[src/sv/twc_pkg.sv]
// Shared types, codes and constants of the traverse winder controller.
`default_nettype none

package twc_pkg;

	localparam int DEF_POSITION_BITS   = 32;
	localparam int DEF_HOME_WAIT_TICKS = 100;

	localparam int CMD_W       = 4;
	localparam int STEP_W      = 20;
	localparam int TRAVEL_W    = 29;
	localparam int MAG_W       = 21;
	localparam int WAIT_W      = 7;
	localparam int FIELD_POS_W = 32;
	localparam int CFG_INDEX_W = 1;
	localparam int CFG_DATA_W  = 29;
	localparam int IN_DATA_W   = 40;
	localparam int OUT_DATA_W  = 112;

	localparam logic [STEP_W-1:0]   STEP_SIZE_RST  = STEP_W'(640);
	localparam logic [TRAVEL_W-1:0] MAX_TRAVEL_RST = TRAVEL_W'(640000);
	// Revolution step for the reset step size: (27 * 640 + 10) / 20.
	localparam logic [MAG_W-1:0]    MAG_RST        = MAG_W'(864);
	// Ceiling of 2^26 / 5; exact quotient for dividends below 2^26.
	localparam logic [23:0]         DIV5_RECIP     = 24'd13421773;

	typedef enum logic [CMD_W-1:0] {
		CMD_TICK      = 4'd0,
		CMD_REV       = 4'd1,
		CMD_LEFT      = 4'd2,
		CMD_RIGHT     = 4'd3,
		CMD_REHOME    = 4'd4,
		CMD_CALIBRATE = 4'd5,
		CMD_START_INC = 4'd6,
		CMD_START_DEC = 4'd7,
		CMD_END_INC   = 4'd8,
		CMD_END_DEC   = 4'd9
	} cmd_t;

	typedef enum logic [CFG_INDEX_W-1:0] {
		REG_STEP_SIZE  = 1'b0,
		REG_MAX_TRAVEL = 1'b1
	} reg_index_t;

	typedef enum logic [5:0] {
		MODE_IDLE    = 6'b000001,
		MODE_HOMING  = 6'b000010,
		MODE_TO_HOME = 6'b000100,
		MODE_CALIB   = 6'b001000,
		MODE_WAIT    = 6'b010000,
		MODE_AUTO    = 6'b100000
	} mode_t;

	typedef enum logic [1:0] {
		SS_KEEP    = 2'd0,
		SS_ENABLE  = 2'd1,
		SS_DISABLE = 2'd2
	} stall_stop_t;

	localparam logic [2:0] CODE_IDLE    = 3'd0;
	localparam logic [2:0] CODE_HOMING  = 3'd1;
	localparam logic [2:0] CODE_TO_HOME = 3'd2;
	localparam logic [2:0] CODE_CALIB   = 3'd3;
	localparam logic [2:0] CODE_WAIT    = 3'd4;
	localparam logic [2:0] CODE_AUTO    = 3'd5;

	function automatic logic [2:0] mode_code(input mode_t m);
		logic [2:0] c;
		c = CODE_IDLE;
		unique case (m)
			MODE_IDLE:    c = CODE_IDLE;
			MODE_HOMING:  c = CODE_HOMING;
			MODE_TO_HOME: c = CODE_TO_HOME;
			MODE_CALIB:   c = CODE_CALIB;
			MODE_WAIT:    c = CODE_WAIT;
			MODE_AUTO:    c = CODE_AUTO;
			default:      c = CODE_IDLE;
		endcase
		return c;
	endfunction

endpackage

`default_nettype wire

[src/sv/traverse_winder_controller.sv]
// Traverse winder controller: command decode, homing and calibration sequencing.
//
// Input words arrive on the s_axis channel: tuser carries the command and tdata
// the driver flags and the actual motor position. Every input word yields exactly
// one output word on the m_axis channel with the target write, zeroing request,
// stall-stop setting, parameter set, reinit request, mode and effective limits.
// Registers step_size and max_travel are written through the cfg channel, which
// is always ready; write them only while no word is in flight.
// A word is taken into an input register, evaluated combinationally against the
// controller state, and lands in the output register, which drives m_axis_tvalid.
// While the receiver keeps m_axis_tready high, one word per cycle is sustained.
// The single state update per cycle is what sets that rate.
// When the receiver stalls, the output register holds its word and the input
// register fills; s_axis_tready drops only once both are occupied.
// The asynchronous reset empties both registers, puts the controller in idle
// with uncalibrated limits spanning zero to max_travel, and loads the register
// defaults of 640 and 640000.
`default_nettype none

module traverse_winder_controller
	import twc_pkg::*;
#(
	parameter int POSITION_BITS   = DEF_POSITION_BITS,
	parameter int HOME_WAIT_TICKS = DEF_HOME_WAIT_TICKS
) (
	input  wire logic                   clk,
	input  wire logic                   arst_n,
	input  wire logic                   s_axis_tvalid,
	output logic                        s_axis_tready,
	// stalled, position_reached, actual_position, driver_enabled, after_error.
	input  wire logic [IN_DATA_W-1:0]   s_axis_tdata,
	// command.
	input  wire logic [CMD_W-1:0]       s_axis_tuser,
	output logic                        m_axis_tvalid,
	input  wire logic                   m_axis_tready,
	// target_write, target_position, zero_positions, stall_stop, calibration_mode,
	// driver_reinit, state_code, calibrated, limit_start, limit_end.
	output logic [OUT_DATA_W-1:0]       m_axis_tdata,
	input  wire logic                   cfg_valid,
	output logic                        cfg_ready,
	input  wire logic [CFG_INDEX_W-1:0] cfg_index,
	input  wire logic [CFG_DATA_W-1:0]  cfg_data
);

	localparam int PB = POSITION_BITS;
	localparam int SB = ((PB > MAG_W) ? PB : MAG_W) + 2;
	localparam logic signed [PB-1:0] SpoolEndRst = PB'(MAX_TRAVEL_RST);
	localparam logic signed [PB-1:0] EffLoRst = SpoolEndRst[PB-1] ? SpoolEndRst : '0;
	localparam logic signed [PB-1:0] EffHiRst = SpoolEndRst[PB-1] ? '0 : SpoolEndRst;

	// Configuration registers and the derived revolution step.
	logic [STEP_W-1:0]   step_size_q;
	logic [TRAVEL_W-1:0] max_travel_q;
	logic [MAG_W-1:0]    mag_q;
	logic [24:0]         cfg_scaled;
	logic [22:0]         cfg_quarter;
	logic [46:0]         cfg_prod;

	// Input register.
	logic                 valid_s1;
	cmd_t                 cmd_s1;
	logic                 stalled_s1;
	logic                 reached_s1;
	logic signed [PB-1:0] actual_s1;
	logic                 drv_en_s1;
	logic                 aft_err_s1;

	// Output register.
	logic                   valid_s2;
	logic                   wr_s2;
	logic [FIELD_POS_W-1:0] target_s2;
	logic                   zero_s2;
	stall_stop_t            ss_s2;
	logic                   lowc_s2;
	logic                   reinit_s2;
	logic [2:0]             code_s2;
	logic                   cal_s2;
	logic [FIELD_POS_W-1:0] lo_s2;
	logic [FIELD_POS_W-1:0] hi_s2;

	// Controller state.
	mode_t                mode_q;
	mode_t                resume_q;
	logic [WAIT_W-1:0]    wait_q;
	logic signed [PB-1:0] target_q;
	logic                 back_q;
	logic signed [PB-1:0] sstart_q;
	logic signed [PB-1:0] send_q;
	logic signed [PB-1:0] sext_q;
	logic signed [PB-1:0] eext_q;
	logic                 scap_q;
	logic                 ecap_q;
	logic                 errh_q;
	logic                 lowc_q;
	logic signed [PB-1:0] eff_lo_q;
	logic signed [PB-1:0] eff_hi_q;

	mode_t                mode_n;
	mode_t                resume_n;
	logic [WAIT_W-1:0]    wait_n;
	logic signed [PB-1:0] target_n;
	logic                 back_n;
	logic signed [PB-1:0] sstart_n;
	logic signed [PB-1:0] send_n;
	logic signed [PB-1:0] sext_n;
	logic signed [PB-1:0] eext_n;
	logic                 scap_n;
	logic                 ecap_n;
	logic                 errh_n;
	logic                 lowc_n;
	logic signed [PB-1:0] s_n;
	logic signed [PB-1:0] e_n;
	logic signed [PB-1:0] eff_lo_n;
	logic signed [PB-1:0] eff_hi_n;

	logic        wr;
	logic        zero;
	stall_stop_t ss;
	logic        reinit;
	logic        adv;

	logic [31:0]          max32;
	logic [31:0]          two_max32;
	logic [31:0]          neg_max32;
	logic [31:0]          neg_two_max32;
	logic [31:0]          half_max32;
	logic [PB-1:0]        step_pos;
	logic [WAIT_W-1:0]    wait_inc;
	logic signed [SB-1:0] tgt_x;
	logic signed [SB-1:0] lo_x;
	logic signed [SB-1:0] hi_x;
	logic signed [SB-1:0] step_x;
	logic signed [SB-1:0] mag_x;
	logic signed [SB-1:0] left_sum;
	logic signed [SB-1:0] right_sum;
	logic signed [SB-1:0] rev_sum;
	logic signed [PB-1:0] left_pos;
	logic signed [PB-1:0] right_pos;
	logic signed [PB-1:0] rev_pos;
	logic                 rev_back;

	// Configuration port; the revolution step 27/20 of step_size is formed at write time.
	assign cfg_ready   = 1'b1;
	assign cfg_scaled  = 25'(cfg_data[STEP_W-1:0]) * 25'd27 + 25'd10;
	assign cfg_quarter = cfg_scaled[24:2];
	assign cfg_prod    = 47'(cfg_quarter) * 47'(DIV5_RECIP);

	always_ff @(posedge clk or negedge arst_n) begin
		if (!arst_n) begin
			step_size_q  <= STEP_SIZE_RST;
			max_travel_q <= MAX_TRAVEL_RST;
			mag_q        <= MAG_RST;
		end else if (cfg_valid && cfg_ready) begin
			unique case (reg_index_t'(cfg_index))
				REG_STEP_SIZE: begin
					step_size_q <= cfg_data[STEP_W-1:0];
					mag_q       <= cfg_prod[26+MAG_W-1:26];
				end
				REG_MAX_TRAVEL: begin
					max_travel_q <= cfg_data[TRAVEL_W-1:0];
				end
				default: begin
				end
			endcase
		end
	end

	// Handshake between the two registers.
	assign adv           = valid_s1 && (!valid_s2 || m_axis_tready);
	assign s_axis_tready = !valid_s1 || adv;

	always_ff @(posedge clk or negedge arst_n) begin
		if (!arst_n) begin
			valid_s1 <= 1'b0;
		end else if (s_axis_tready) begin
			valid_s1 <= s_axis_tvalid;
		end
	end

	always_ff @(posedge clk) begin
		if (s_axis_tvalid && s_axis_tready) begin
			cmd_s1     <= cmd_t'(s_axis_tuser);
			stalled_s1 <= s_axis_tdata[0];
			reached_s1 <= s_axis_tdata[1];
			actual_s1  <= s_axis_tdata[PB+1:2];
			drv_en_s1  <= s_axis_tdata[34];
			aft_err_s1 <= s_axis_tdata[35];
		end
	end

	// Derived positions, all wrapped to the position width.
	assign max32         = 32'(max_travel_q);
	assign two_max32     = {2'b00, max_travel_q, 1'b0};
	assign neg_max32     = 32'd0 - max32;
	assign neg_two_max32 = 32'd0 - two_max32;
	assign half_max32    = 32'(max_travel_q[TRAVEL_W-1:1]);
	assign step_pos      = PB'(step_size_q);
	assign wait_inc      = (wait_q == {WAIT_W{1'b1}}) ? wait_q : wait_q + 1'b1;

	// Clamped moves are summed exactly in a wider word.
	assign tgt_x     = SB'(target_q);
	assign lo_x      = SB'(eff_lo_q);
	assign hi_x      = SB'(eff_hi_q);
	assign step_x    = $signed(SB'(step_size_q));
	assign mag_x     = $signed(SB'(mag_q));
	assign left_sum  = tgt_x - step_x;
	assign right_sum = tgt_x + step_x;
	assign rev_sum   = back_q ? (tgt_x - mag_x) : (tgt_x + mag_x);

	always_comb begin
		left_pos = PB'(left_sum);
		if (left_sum > hi_x) begin
			left_pos = eff_hi_q;
		end else if (left_sum < lo_x) begin
			left_pos = eff_lo_q;
		end
		right_pos = PB'(right_sum);
		if (right_sum > hi_x) begin
			right_pos = eff_hi_q;
		end else if (right_sum < lo_x) begin
			right_pos = eff_lo_q;
		end
		rev_pos  = PB'(rev_sum);
		rev_back = back_q;
		if (rev_sum >= hi_x) begin
			rev_pos  = eff_hi_q;
			rev_back = 1'b1;
		end else if (rev_sum <= lo_x) begin
			rev_pos  = eff_lo_q;
			rev_back = 1'b0;
		end
	end

	// Command evaluation.
	always_comb begin
		mode_n   = mode_q;
		resume_n = resume_q;
		wait_n   = wait_q;
		target_n = target_q;
		back_n   = back_q;
		sstart_n = sstart_q;
		send_n   = send_q;
		sext_n   = sext_q;
		eext_n   = eext_q;
		scap_n   = scap_q;
		ecap_n   = ecap_q;
		errh_n   = errh_q;
		lowc_n   = lowc_q;
		wr       = 1'b0;
		zero     = 1'b0;
		ss       = SS_KEEP;
		reinit   = 1'b0;
		case (cmd_s1) inside
			CMD_TICK: begin
				unique case (mode_q)
					MODE_HOMING: begin
						if (stalled_s1) begin
							ss       = SS_DISABLE;
							zero     = 1'b1;
							target_n = '0;
							wait_n   = '0;
							resume_n = MODE_TO_HOME;
							mode_n   = MODE_WAIT;
						end else begin
							target_n = two_max32[PB-1:0];
							wr       = 1'b1;
						end
					end
					MODE_TO_HOME: begin
						target_n = neg_max32[PB-1:0];
						wr       = 1'b1;
						if (reached_s1) begin
							zero = 1'b1;
							if (!errh_q) begin
								target_n = half_max32[PB-1:0];
								mode_n   = MODE_IDLE;
							end else begin
								target_n = eff_lo_q;
								mode_n   = MODE_AUTO;
							end
						end
					end
					MODE_CALIB: begin
						if (stalled_s1) begin
							ss = SS_DISABLE;
							if (!scap_q) begin
								sstart_n = actual_s1;
								scap_n   = 1'b1;
								target_n = two_max32[PB-1:0];
								wr       = 1'b1;
								ss       = SS_ENABLE;
							end else if (!ecap_q) begin
								send_n   = actual_s1;
								ecap_n   = 1'b1;
								lowc_n   = 1'b0;
								target_n = sstart_q;
								wr       = 1'b1;
							end
						end else if (scap_q && ecap_q && reached_s1) begin
							mode_n = MODE_AUTO;
						end
					end
					MODE_WAIT: begin
						wait_n = wait_inc;
						if (wait_inc >= WAIT_W'(HOME_WAIT_TICKS)) begin
							mode_n = resume_q;
						end
					end
					default: begin
					end
				endcase
				if (!drv_en_s1) begin
					reinit   = 1'b1;
					errh_n   = 1'b1;
					zero     = 1'b1;
					target_n = max32[PB-1:0];
					wr       = 1'b1;
					ss       = SS_ENABLE;
					mode_n   = MODE_HOMING;
				end
			end
			CMD_REV: begin
				if (mode_q == MODE_AUTO) begin
					target_n = rev_pos;
					back_n   = rev_back;
					wr       = 1'b1;
				end
			end
			CMD_LEFT: begin
				target_n = left_pos;
				wr       = 1'b1;
			end
			CMD_RIGHT: begin
				target_n = right_pos;
				wr       = 1'b1;
			end
			CMD_REHOME: begin
				errh_n = aft_err_s1;
				if (!aft_err_s1) begin
					scap_n   = 1'b0;
					ecap_n   = 1'b0;
					sstart_n = '0;
					send_n   = max32[PB-1:0];
					sext_n   = '0;
					eext_n   = '0;
				end
				zero     = 1'b1;
				target_n = max32[PB-1:0];
				wr       = 1'b1;
				ss       = SS_ENABLE;
				mode_n   = MODE_HOMING;
			end
			CMD_CALIBRATE: begin
				lowc_n   = 1'b1;
				ss       = SS_ENABLE;
				target_n = neg_two_max32[PB-1:0];
				wr       = 1'b1;
				mode_n   = MODE_CALIB;
			end
			CMD_START_INC, CMD_START_DEC, CMD_END_INC, CMD_END_DEC: begin
				if (scap_q && ecap_q) begin
					case (cmd_s1)
						CMD_START_INC: sext_n = sext_q + step_pos;
						CMD_START_DEC: sext_n = sext_q - step_pos;
						CMD_END_INC:   eext_n = eext_q + step_pos;
						default:       eext_n = eext_q - step_pos;
					endcase
				end
			end
			default: begin
			end
		endcase
	end

	// Effective limits after this word.
	assign s_n      = sstart_n - sext_n;
	assign e_n      = send_n + eext_n;
	assign eff_lo_n = (s_n <= e_n) ? s_n : e_n;
	assign eff_hi_n = (s_n <= e_n) ? e_n : s_n;

	always_ff @(posedge clk or negedge arst_n) begin
		if (!arst_n) begin
			mode_q   <= MODE_IDLE;
			resume_q <= MODE_IDLE;
			wait_q   <= '0;
			target_q <= '0;
			back_q   <= 1'b0;
			sstart_q <= '0;
			send_q   <= SpoolEndRst;
			sext_q   <= '0;
			eext_q   <= '0;
			scap_q   <= 1'b0;
			ecap_q   <= 1'b0;
			errh_q   <= 1'b0;
			lowc_q   <= 1'b0;
			eff_lo_q <= EffLoRst;
			eff_hi_q <= EffHiRst;
		end else if (adv) begin
			mode_q   <= mode_n;
			resume_q <= resume_n;
			wait_q   <= wait_n;
			target_q <= target_n;
			back_q   <= back_n;
			sstart_q <= sstart_n;
			send_q   <= send_n;
			sext_q   <= sext_n;
			eext_q   <= eext_n;
			scap_q   <= scap_n;
			ecap_q   <= ecap_n;
			errh_q   <= errh_n;
			lowc_q   <= lowc_n;
			eff_lo_q <= eff_lo_n;
			eff_hi_q <= eff_hi_n;
		end
	end

	always_ff @(posedge clk or negedge arst_n) begin
		if (!arst_n) begin
			valid_s2 <= 1'b0;
		end else if (adv) begin
			valid_s2 <= 1'b1;
		end else if (m_axis_tready) begin
			valid_s2 <= 1'b0;
		end
	end

	always_ff @(posedge clk) begin
		if (adv) begin
			wr_s2     <= wr;
			target_s2 <= FIELD_POS_W'(target_n);
			zero_s2   <= zero;
			ss_s2     <= ss;
			lowc_s2   <= lowc_n;
			reinit_s2 <= reinit;
			code_s2   <= mode_code(mode_n);
			cal_s2    <= scap_n && ecap_n;
			lo_s2     <= FIELD_POS_W'(eff_lo_n);
			hi_s2     <= FIELD_POS_W'(eff_hi_n);
		end
	end

	assign m_axis_tvalid = valid_s2;
	assign m_axis_tdata  = {6'b000000, hi_s2, lo_s2, cal_s2, code_s2, reinit_s2, lowc_s2,
		ss_s2, zero_s2, target_s2, wr_s2};

endmodule

`default_nettype wire

[config.mk]
export PLATFORM = sky130hd
export DESIGN_NAME = traverse_winder_controller
export DESIGN_NICKNAME = d
export VERILOG_FILES = /design/src/sv/twc_pkg.sv /design/src/sv/traverse_winder_controller.sv
export SDC_FILE = /design/constraint.sdc
export NUM_CORES = 2
export LEC_CHECK = 0
export BUFFER_PORTS_ARGS = -buffer_cell sky130_fd_sc_hd__buf_4
export CAP_MARGIN = 5
export CORE_MARGIN = 2
export CORE_UTILIZATION = 45
export DETAILED_ROUTE_END_ITERATION = 12
export GPL_ROUTABILITY_DRIVEN = 0
export GPL_TIMING_DRIVEN = 0
export PLACE_DENSITY = 0.59
export SETUP_SLACK_MARGIN = 0.3
export SYNTH_ARGS = -nofsm -noshare
export SYNTH_HDL_FRONTEND = slang
export SYNTH_SLANG_ARGS = --single-unit
[constraint.sdc]
create_clock -name clk -period 10.7 [get_ports clk]
set_input_delay 2.14 -clock clk [delete_from_list [all_inputs] [get_ports clk]]
set_output_delay 2.14 -clock clk [all_outputs]
set_load 0.02 [all_outputs]
==> impl_metrics.csv <==
group,metric,value,unit
yosys,syn_avg_cell_area,8.450,um^2
floorplanning,dieArea,117600,um^2
critical_path,critPathLaunchType,"input pin",
floorplanning,io_pins,194,
sta,max_clock_freq,91.21,MHz
yosys,yosysMostFrequentCell,"nand2_1",
clocking,clkSlewWorstSetupHoldPaths,0.06,ns
global_route,grt-ovfl-total,0,
floorplanning,start_util,45.25,%
clocking,cts_tree,"built",
floorplanning,fp-row-count,124,
outcome,violations,"capacitance limit, slew limit, setup timing",
drt,first_pass_iters,13,
yosys,synth.yosys.seq_area_share,23.84,%
critical_path,critPathArrivalTime,11.52,ns
clocking,clk_latency,0.73,ns
sta,max-slew-margin-rel,-2.453,%
drt,drtIter0Drc,7737,
sta,hold_ws,0.4757,ns
critical_path,reg2reg_slack,0.39,ns
yosys,synth.top_cells.by_count,"nand2_1 (700), ha_1 (682), inv_1 (506)",
job,cap_violations,1,
floorplanning,core_area,114200,um^2
sta,skew,0.03759,ns
yosys,yosysWarnings,0,
sta,tightest_slew,1.537,ns
global_route,grtUsageTotal,37.93,%
sta,rsz0062_at_grt,"yes",
sta,finalHoldViolations,0,
placement,dp_slack,-3.569,ns
critical_path,critPathRequiredTime,11.25,ns
sta,slew_violations,11,
finish,area_delta_synth_final,15.43,%
clocking,ctsHoldBuffers,0,
yosys,yosys_register_bits,462,
drt,routed_wl,228500,um
yosys,syn-instance-count,6115,
global_route,antenna_found_initial,15,
critical_path,path_max_fanout,4,
floorplanning,fp.dieW,342.9,um
finish,layout.nets,7392,
finish,n_fill_cell,11012,
yosys,synth_top_area_cell,"ha_1",
clocking,clock-sinks,462,
outcome,outcome,"finished, violations left",
yosys,synth_top_area_share,16.51,%
finish,drive_gt1_share,13.55,%
yosys,synth_area,51670,um^2
global_route,grt_pass1_vias,48579,
global_route,grt_pass1_wl,326300,um
yosys,synth.area.top_cells,"ha_1 (17%), dfrtp_1 (14%), edfxtp_1 (8.5%), fa_1 (6.9%), nand2_1 (5.1%)",
floorplanning,die_y,342.9,um
placement,portBuffers,182,
drt,detail_route.vias_per_cell,6.448,
clocking,cts.path.max_buffers,3,
yosys,synth_edf_count,146,
critical_path,criticalPathCategory,"input pin to register",
drt,wl_per_cell,28.50,um
drt,antenna_left,0,
critical_path,path_common_cell,"fa_1",
hold_path,hold_path_class,"register to register",
critical_path,critPathMaxStageDelay,0.59,ns
critical_path,worstSetupEndpointType,"register",
sta,finalCriticalPeriod,10.96,ns
sta,setup_violations,7,
clocking,htreeDepth,2,
clocking,cts_made_buffers,58,
drt,route.detailed.drc,0,
placement,post-dp-hpwl,182900,um
clocking,cts_root_buffer,"clkbuf_16",
critical_path,cp_slowest_cell,"fa_1",
drt,vias,51692,
sta,setup_ws,-0.2636,ns
yosys,synth-main-ff-cell,"dfrtp_1",
yosys,async_reset_ff_share,68.40,%
global_route,grt_max_degree,108,
sta,period_share,102.5,%
yosys,ys_types,103,
[per-stage QoR]
| step | util, % | instance area (um^2) | TNS (ns) | cells |
|---|---|---|---|---|
| 2_1_floorplan | - | 52130 | -0.9965 | 6120 |
| 6_report | 52.23 | 59640 | -1.272 | 8017 |
| 3_3_place_gp | 48.50 | 55380 | -408.39 | 7814 |
| 5_1_grt | 52.23 | 59640 | -5.233 | 8014 |
| 4_1_cts | 51.41 | 58700 | -1.696 | 7977 |
| 3_5_place_dp | 48.69 | 55600 | -396.66 | 7825 |
[cells in the final DEF (no fill, tap or decap), types with 21 or more instances in the layout]
master / instances
mux2_2: 150
clkbuf_16: 59
ha_1: 640
xnor2_1: 201
ha_4: 30
dfrtp_1: 290
nor3_1: 86
edfxtp_1: 146
a21o_1: 157
xor2_1: 87
fa_1: 166
nor2b_1: 52
buf_4: 261
nand2b_1: 55
or3_1: 30
a211oi_1: 45
xnor2_2: 30
a31oi_1: 43
a221o_1: 24
nand4_1: 65
nor2_1: 421
o22ai_1: 42
and3_1: 30
o21ai_0: 369
a22oi_1: 40
o21ai_1: 42
clkbuf_1: 236
o31ai_1: 65
o21bai_1: 36
dfstp_2: 23
a21oi_2: 21
a21oi_1: 478
nand3_1: 99
nand2_1: 696
o21a_1: 49
a221oi_1: 56
inv_1: 487
mux2i_1: 58
o211ai_1: 46
[kinds of logic (layout without fill, tap and decap cells)]
group	Yosys count	count (layout)	synth area share (%)
xor gates and xnor gates	335	335	5.693
other	2	10	0.01453
DFF	462	462	23.84
buffers and inverters	804	1186	5.990
adders and majority gates	860	860	23.41
and+or+nand+nor	1679	1679	14.64
muxes	218	218	4.593
AOI/OAI and AO/OA	1755	1755	21.81
[routing by layer]
layer,routed length [um],track usage (%)
met5,105,0
met4,19220,24.98
met3,29650,11.91
met2,92010,54.38
met1,87530,48.99
[what timing repair did]
| item | in CTS | in global routing |
|---|---|---|
| setup endpoints to repair | 154 | 175 |
| pin swaps | 45 | 70 |
| hold endpoints to repair | 0 | 0 |
| buffers inserted | 43 | 37 |
| gates resized for setup | 160 | 172 |
| gates cloned | 0 | 0 |
[area by class of cell]
type / count / area (um^2) / area share (%)
antenna: 3 / 7.507 / 0.01259
clock buffer: 69 / 1554 / 2.605
multi-input combinational: 4854 / 37950 / 63.63
sequential: 462 / 12320 / 20.66
inverter: 509 / 1916 / 3.212
timing repair buffer: 273 / 2245 / 3.763
buffer: 295 / 1279 / 2.144
clock inverter: 40 / 475.5 / 0.7971
tap: 1512 / 1892 / 3.172
[worst max-delay path, delay by kind of cell]
kind,cells,cell delay (ns)
AOI/OAI and AO/OA,15,2.55
xor gates and xnor gates,2,0.67
adders and majority gates,12,5.20
buffers and inverters,7,0.48
and+or+nand+nor,3,0.47
[final timing paths]
kind / startpoint / to / cells after the start
setup reg to reg: cmd_s1[3]$_DFFE_PP_ / eff_hi_q[17]$_DFFE_PN0P_ / 36
hold reg to reg: send_q[14]$_DFFE_PN1P_ / send_q[14]$_DFFE_PN1P_ / 2
max in group asynchronous: arst_n / mag_q[0]$_DFFE_PN0P_ / 3
min in group asynchronous: arst_n / send_q[26]$_DFFE_PN0P_ / 1
hold / removal: send_q[14]$_DFFE_PN1P_ / send_q[14]$_DFFE_PN1P_ / 2
setup / recovery: cfg_data[14] / mag_q[16]$_DFFE_PN0P_ / 39
Power is left out: the tool's default activity adds up to more than one toggle a clock period on the data nets, which glitch-free logic cannot reach.
